<file path="src/rtl/core/double_ended_queue_unit_assert.svh">
// Assertion macros for the double-ended queue unit.
// Needs a clock and an active-high reset at the place of use.
`ifndef DOUBLE_ENDED_QUEUE_UNIT_ASSERT_SVH
`define DOUBLE_ENDED_QUEUE_UNIT_ASSERT_SVH

// The consequent must hold in the same cycle as the antecedent.
`define DEQU_ASSERT_SAME(label, clk, rst, ante, cons, msg) \
  label: assert property (@(posedge clk) disable iff (rst) (ante) |-> (cons)) \
    else $error(msg);

// The consequent must hold in the cycle after the antecedent.
`define DEQU_ASSERT_NEXT(label, clk, rst, ante, cons, msg) \
  label: assert property (@(posedge clk) disable iff (rst) (ante) |=> (cons)) \
    else $error(msg);

`endif

</file>
<file path="src/rtl/core/dequ_pkg.sv">
// Shared types and codes for the double-ended queue unit.
// No dependencies.
package dequ_pkg;

  localparam int OP_W     = 3;
  localparam int DATA_W   = 32;
  localparam int STATUS_W = 2;

  localparam logic [OP_W-1:0] OP_PUSH_FRONT = 3'd0;
  localparam logic [OP_W-1:0] OP_PUSH_BACK  = 3'd1;
  localparam logic [OP_W-1:0] OP_POP_FRONT  = 3'd2;
  localparam logic [OP_W-1:0] OP_POP_BACK   = 3'd3;
  localparam logic [OP_W-1:0] OP_LIST       = 3'd4;

  localparam logic [STATUS_W-1:0] ST_OK    = 2'd0;
  localparam logic [STATUS_W-1:0] ST_EMPTY = 2'd1;
  localparam logic [STATUS_W-1:0] ST_FULL  = 2'd2;

  // Pointer updates requested by the sequencer.
  typedef struct packed {
    logic push_front;
    logic push_back;
    logic pop_front;
    logic pop_back;
  } ptr_cmd_t;

  typedef struct packed {
    logic empty;
    logic full;
  } ptr_flags_t;

endpackage

</file>
<file path="src/rtl/core/dequ_ram.sv">
// Generic single-write, single-read RAM with a registered read port.
// No dependencies.
module dequ_ram #(
  parameter int WIDTH = 32,
  parameter int DEPTH = 16
) (
  input  logic                     clk,
  input  logic                     we,
  input  logic [$clog2(DEPTH)-1:0] waddr,
  input  logic [WIDTH-1:0]         wdata,
  input  logic                     re,
  input  logic [$clog2(DEPTH)-1:0] raddr,
  output logic [WIDTH-1:0]         rdata
);

  logic [WIDTH-1:0] mem [DEPTH];

  always_ff @(posedge clk) begin
    if (we) begin
      mem[waddr] <= wdata;
    end
    if (re) begin
      rdata <= mem[raddr];
    end
  end

endmodule

</file>
<file path="src/rtl/core/dequ_ptr.sv">
// Front pointer and entry count of the ring store, with the slot addresses
// derived from them. Depends on dequ_pkg.
module dequ_ptr #(
  parameter int DEPTH = 16
) (
  input  logic                       clk,
  input  logic                       rst,
  input  dequ_pkg::ptr_cmd_t         cmd,
  input  logic [$clog2(DEPTH+1)-1:0] list_off,
  output dequ_pkg::ptr_flags_t       flags,
  output logic [$clog2(DEPTH+1)-1:0] count,
  output logic [$clog2(DEPTH)-1:0]   front_addr,
  output logic [$clog2(DEPTH)-1:0]   push_front_addr,
  output logic [$clog2(DEPTH)-1:0]   push_back_addr,
  output logic [$clog2(DEPTH)-1:0]   pop_back_addr,
  output logic [$clog2(DEPTH)-1:0]   list_addr
);

  import dequ_pkg::*;

  localparam int AW = $clog2(DEPTH);
  localparam int CW = $clog2(DEPTH + 1);
  localparam logic [CW:0]   DEPTH_S = (CW + 1)'(DEPTH);
  localparam logic [CW-1:0] DEPTH_C = CW'(DEPTH);
  localparam logic [AW-1:0] TOP_A   = AW'(DEPTH - 1);

  logic [AW-1:0] front;
  logic [AW-1:0] front_next;
  logic [CW-1:0] count_next;

  // Offsets never exceed DEPTH, so one conditional subtract wraps the sum.
  function automatic logic [AW-1:0] slot(input logic [AW-1:0] base,
                                         input logic [CW-1:0] off);
    logic [CW:0] sum;
    sum = {{(CW + 1 - AW){1'b0}}, base} + {1'b0, off};
    if (sum >= DEPTH_S) begin
      sum = sum - DEPTH_S;
    end
    return sum[AW-1:0];
  endfunction

  assign flags.empty     = (count == '0);
  assign flags.full      = (count == DEPTH_C);
  assign front_addr      = front;
  assign push_front_addr = (front == '0) ? TOP_A : front - AW'(1);
  assign push_back_addr  = slot(front, count);
  assign pop_back_addr   = slot(front, count - CW'(1));
  assign list_addr       = slot(front, list_off);

  always_comb begin
    front_next = front;
    count_next = count;
    if (cmd.push_front) begin
      front_next = push_front_addr;
      count_next = count + CW'(1);
    end else if (cmd.push_back) begin
      count_next = count + CW'(1);
    end else if (cmd.pop_front) begin
      front_next = (front == TOP_A) ? '0 : front + AW'(1);
      count_next = count - CW'(1);
    end else if (cmd.pop_back) begin
      count_next = count - CW'(1);
    end
  end

  always_ff @(posedge clk) begin
    if (rst) begin
      front <= '0;
      count <= '0;
    end else begin
      front <= front_next;
      count <= count_next;
    end
  end

endmodule

</file>
<file path="src/rtl/core/double_ended_queue_unit.sv">
// Channel   Handshake             Payload
// request   in_valid / in_stall   op, value
// result    out_valid / out_stall data, status, last
//
// Pushes and empty or full answers load the result register as the request is taken.
// Pops first read the store, then load the result once the output register is free.
// A list reads its entries in order through the single read port, one result each.
// Reset is synchronous and empties the queue; the store itself is not cleared.
// A stalled result holds its register; the next request waits behind it.
module double_ended_queue_unit #(
  parameter int DEPTH = 16
) (
  input  logic                                clk,
  input  logic                                rst,
  input  logic                                in_valid,
  output logic                                in_stall,
  input  logic [dequ_pkg::OP_W-1:0]           op,
  input  logic signed [dequ_pkg::DATA_W-1:0]  value,
  output logic                                out_valid,
  input  logic                                out_stall,
  output logic signed [dequ_pkg::DATA_W-1:0]  data,
  output logic [dequ_pkg::STATUS_W-1:0]       status,
  output logic                                last
);

  import dequ_pkg::*;

  localparam int AW = $clog2(DEPTH);
  localparam int CW = $clog2(DEPTH + 1);

  typedef enum logic [1:0] {
    S_IDLE,
    S_POP,
    S_LIST
  } state_t;

  state_t            state;
  logic [CW-1:0]     list_idx;
  logic [CW-1:0]     list_off;
  logic              list_last;
  logic              out_free;
  logic              out_load;
  logic              in_accept;
  logic              is_push;
  ptr_cmd_t          cmd;
  ptr_flags_t        flags;
  logic [CW-1:0]     count;
  logic [AW-1:0]     front_addr;
  logic [AW-1:0]     push_front_addr;
  logic [AW-1:0]     push_back_addr;
  logic [AW-1:0]     pop_back_addr;
  logic [AW-1:0]     list_addr;
  logic              ram_we;
  logic [AW-1:0]     ram_waddr;
  logic              ram_re;
  logic [AW-1:0]     ram_raddr;
  logic [DATA_W-1:0] ram_rdata;

  assign out_free  = !out_valid || !out_stall;
  assign in_stall  = !((state == S_IDLE) && out_free);
  assign in_accept = in_valid && !in_stall;
  assign is_push   = (op == OP_PUSH_FRONT) || (op == OP_PUSH_BACK);
  assign list_off  = list_idx + CW'(1);
  assign list_last = (list_off == count);

  // A new result enters the output register in this cycle.
  assign out_load = (in_accept && (is_push || (flags.empty &&
                     ((op == OP_POP_FRONT) || (op == OP_POP_BACK) || (op == OP_LIST))))) ||
                    (((state == S_POP) || (state == S_LIST)) && out_free);

  always_comb begin
    cmd.push_front = in_accept && (op == OP_PUSH_FRONT) && !flags.full;
    cmd.push_back  = in_accept && (op == OP_PUSH_BACK) && !flags.full;
    cmd.pop_front  = in_accept && (op == OP_POP_FRONT) && !flags.empty;
    cmd.pop_back   = in_accept && (op == OP_POP_BACK) && !flags.empty;
  end

  assign ram_we    = cmd.push_front || cmd.push_back;
  assign ram_waddr = cmd.push_front ? push_front_addr : push_back_addr;

  // The pop address is taken before the pointer moves at the same edge.
  always_comb begin
    ram_re    = 1'b0;
    ram_raddr = front_addr;
    if (cmd.pop_front) begin
      ram_re = 1'b1;
    end else if (cmd.pop_back) begin
      ram_re    = 1'b1;
      ram_raddr = pop_back_addr;
    end else if (in_accept && (op == OP_LIST) && !flags.empty) begin
      ram_re = 1'b1;
    end else if ((state == S_LIST) && out_free && !list_last) begin
      ram_re    = 1'b1;
      ram_raddr = list_addr;
    end
  end

  dequ_ptr #(
    .DEPTH(DEPTH)
  ) u_ptr (
    .clk             (clk),
    .rst             (rst),
    .cmd             (cmd),
    .list_off        (list_off),
    .flags           (flags),
    .count           (count),
    .front_addr      (front_addr),
    .push_front_addr (push_front_addr),
    .push_back_addr  (push_back_addr),
    .pop_back_addr   (pop_back_addr),
    .list_addr       (list_addr)
  );

  dequ_ram #(
    .WIDTH(DATA_W),
    .DEPTH(DEPTH)
  ) u_ram (
    .clk   (clk),
    .we    (ram_we),
    .waddr (ram_waddr),
    .wdata (value),
    .re    (ram_re),
    .raddr (ram_raddr),
    .rdata (ram_rdata)
  );

  always_ff @(posedge clk) begin
    if (rst) begin
      state     <= S_IDLE;
      out_valid <= 1'b0;
      list_idx  <= '0;
    end else begin
      if (out_valid && !out_stall && !out_load) begin
        out_valid <= 1'b0;
      end
      case (state)
        S_IDLE: begin
          if (in_accept) begin
            if (is_push) begin
              out_valid <= 1'b1;
              data      <= '0;
              status    <= flags.full ? ST_FULL : ST_OK;
              last      <= 1'b1;
            end else if ((op == OP_POP_FRONT) || (op == OP_POP_BACK) ||
                         (op == OP_LIST)) begin
              if (flags.empty) begin
                out_valid <= 1'b1;
                data      <= '0;
                status    <= ST_EMPTY;
                last      <= 1'b1;
              end else if (op == OP_LIST) begin
                list_idx <= '0;
                state    <= S_LIST;
              end else begin
                state <= S_POP;
              end
            end
          end
        end
        S_POP: begin
          if (out_free) begin
            out_valid <= 1'b1;
            data      <= $signed(ram_rdata);
            status    <= ST_OK;
            last      <= 1'b1;
            state     <= S_IDLE;
          end
        end
        S_LIST: begin
          if (out_free) begin
            out_valid <= 1'b1;
            data      <= $signed(ram_rdata);
            status    <= ST_OK;
            last      <= list_last;
            if (list_last) begin
              state <= S_IDLE;
            end else begin
              list_idx <= list_off;
            end
          end
        end
        default: begin
          state <= S_IDLE;
        end
      endcase
    end
  end

`include "double_ended_queue_unit_assert.svh"

  `DEQU_ASSERT_SAME(a_count_bound, clk, rst, 1'b1, count <= CW'(DEPTH),
                    "entry count above depth")
  `DEQU_ASSERT_NEXT(a_full_push_kept, clk, rst, in_accept && is_push && flags.full,
                    $stable(count), "full push changed the count")
  `DEQU_ASSERT_SAME(a_list_nonempty, clk, rst, state == S_LIST,
                    !flags.empty && (list_idx < count), "list walk outside live entries")
  `DEQU_ASSERT_SAME(a_busy_stalls, clk, rst, state != S_IDLE, in_stall,
                    "request taken while busy")

endmodule

</file>
<file path="config.mk">
export PLATFORM = sky130hd
export DESIGN_NAME = double_ended_queue_unit
export DESIGN_NICKNAME = d
export VERILOG_FILES = /design/src/rtl/core/dequ_pkg.sv /design/src/rtl/core/dequ_ram.sv /design/src/rtl/core/dequ_ptr.sv /design/src/rtl/core/double_ended_queue_unit.sv
export VERILOG_INCLUDE_DIRS = /design/src /design/src/rtl/core
export SDC_FILE = /design/constraint.sdc
export NUM_CORES = 1
export LEC_CHECK = 0
export BUFFER_PORTS_ARGS = -buffer_cell sky130_fd_sc_hd__clkbuf_2
export CORE_MARGIN = 4
export CORE_UTILIZATION = 30
export CTS_CLUSTER_SIZE = 12
export DETAILED_ROUTE_END_ITERATION = 7
export GPL_ROUTABILITY_DRIVEN = 0
export PLACE_DENSITY = 0.52
export SETUP_SLACK_MARGIN = 0.4
export SLEW_MARGIN = 10
export SYNTH_ARGS = -nofsm -noshare
export SYNTH_HDL_FRONTEND = slang
export SYNTH_HIERARCHICAL = 1
export SYNTH_SLANG_ARGS = --single-unit
</file>
<file path="constraint.sdc">
create_clock -name clk -period 10.2 [get_ports clk]
set_input_delay 0.51 -clock clk [delete_from_list [all_inputs] [get_ports clk]]
set_output_delay 0.51 -clock clk [all_outputs]
set_load 0.02 [all_outputs]
</file>
==> flow_summary.yaml <==
layout:
  layout_commonest_cell: "edfxtp_1"
  most-common-layout-cells: "edfxtp_1 (579), mux4_2 (128), clkbuf_2 (75)"
  final_nets: 1318
  finalInstanceArea_um2: 26900
  areaGrowthSynthToFinish_pct: 15.1
  drive_above_1_share: 0.265
  instances_no_fill: 2327
grt:
  grt_antenna_before_repair: 8
  track_usage: 0.132
  grt_max_degree: 74
  grt_pass1_vias: 11786
  grt_pass1_wl_um: 80300
  grt-ovfl-total: 0
detailed_routing:
  drt-total-wl_um: 54800
  wl_per_cell_um: 23.6
  route.antenna.remaining_nets: 0
  vias: 11273
  drc: 0
  firstDrtPassIters: 5
  viasPerCell: 4.84
  drtIter0Drc: 1098
critical_path:
  worstPathArrival_ps: 5560
  cpPeakStageDelay_ps: 870
  cp_common_cell: "buf_4"
  crit_fanout: 60
  crit_family: "buffers and inverters"
  crit_path_top_delay_cell: "buf_4"
  cp_num_buf_inv: 3
  critical_path_class: "reg2reg"
  worstSetupStartpointType: "register"
  crit_path_end_kind: "register"
  critPathRequiredTime_ps: 10560
  critical_path.cell_chain: "inv_1, ha_1, nor3b_1, nor2b_1, nor4b_2, a41o_4, o221a_4, buf_4, buf_4, mux4_2, a22oi_1, nand2_1"
placement:
  placed_area_um2: 25200
  dp_slack_ps: 5010
  placed_cells: 2236
  port_buffers: 75
  dpl.hpwl_um: 26900
timing:
  rsz0062_at_grt: "no"
  drv_slew: 0
  setup_viol: 0
  clock.fmax_ghz: 0.192
  hold_violations: 0
  fin_tns_setup_ps: 0
  clock_skew_ps: 16.6
  relSlewSlack: 0.296
  max_slew.worst_pin.slew_ps: 1050
  fin_ws_ps: 5000
  period_share: 0.509
  fin_crit_ps: 5200
clock_tree:
  post-cts-setup-buffer-count: 0
  clockBufferDepth: 3
  clock_sinks: 596
  cts_made_buffers: 59
  insertion_delay_ps: 620
  cts_tree: "yes"
  cts-hold-fix-buffers: 0
  cts_htree_levels: 2
  cts.clk_slew.worst_paths_ps: 70
  cts_resized: 0
  clockRootBuffer: "clkbuf_16"
yosys:
  avgSynthCellArea_um2: 20.4
  synthCells: 1147
  synth_fp_nets: 1208
  yosys_warnings: 6
  syn_area_um2: 23400
power:
  p_total_mw: 5.75
  powerDensity_nw_per_um2: 214
  p_leak_nw: 8.42
  ir_drop_mv: 0.119
floorplan:
  coreArea_um2: 77300
  row_count: 102
  io_pins: 76
  die_w_um: 287
  initial_core_util: 0.302
  die_h_um: 287
  die-area_um2: 82400
status:
  status: "completed"
worst_hold_path:
  hp-class: "in2reg"
job:
  maxCapViolCount: 0
-- state kept, by name (all words and copies together) (netlist names) --
register          cells
list_idx              5
status                2
last                  1
u_ram/rdata          32
state                 2
u_ram/mem           512
out_valid             1
u_ptr/front_addr      4
data                 32
u_ptr/count           5
-- final cells by class --
cell class	count	area [um2]
Fill cell	7310	50500
Sequential cell	596	17700
Multi-Input combinational cell	465	5430
Clock buffer	70	1520
Tap cell	1040	1300
Timing Repair Buffer	103	598
Clock inverter	19	191
Inverter	32	120
Antenna cell	2	5.00
-- stage by stage --
stage,hold slack [ps],utilization
floorplan,462,-
global placement,485,0.325
detailed placement,515,0.325
CTS,234,0.348
global route,266,0.348
finish,280,0.348
-- layer usage --
layer / global-route usage / part of all wire / vias up
met5: 0 / 0.00058 / -
met3: 0.0255 / 0.055 / 78
met1: 0.184 / 0.45 / 6005
li1: - / - / 4901
met4: 0.0315 / 0.019 / 4
met2: 0.215 / 0.48 / 285
-- worst paths after layout --
| kind | from | depth (start not counted) | slack, ps | to |
|---|---|---|---|---|
| worst max-delay path | u_ptr/count[0] | 12 | 5000 | u_ram/rdata[16] |
| worst min-delay path | value[27] | 1 | 280 | u_ram/mem[3][27] |
| worst max register to register | u_ptr/count[0] | 12 | 5000 | u_ram/rdata[16] |
| worst min register to register | list_idx[1] | 2 | 520 | list_idx[1] |
-- report_power, final --
group / total (mW) / leakage (nW) / internal (mW) / switching, mW
clock: 2.00 / 0.834 / 1.12 / 0.880
combinational: 0.897 / 2.23 / 0.360 / 0.537
sequential: 2.85 / 5.36 / 2.81 / 0.0370
-- worst register-to-register path, cell delays in order (launching register included) --
cell     delay [ps]
dfxtp_1         470
inv_1           130
ha_1            250
nor3b_1         170
nor2b_1         220
nor4b_2         660
a41o_4          230
o221a_4         390
buf_4           740
buf_4           930
mux4_2          450
a22oi_1         230
nand2_1          80
(Power assumes the default switching activity.)
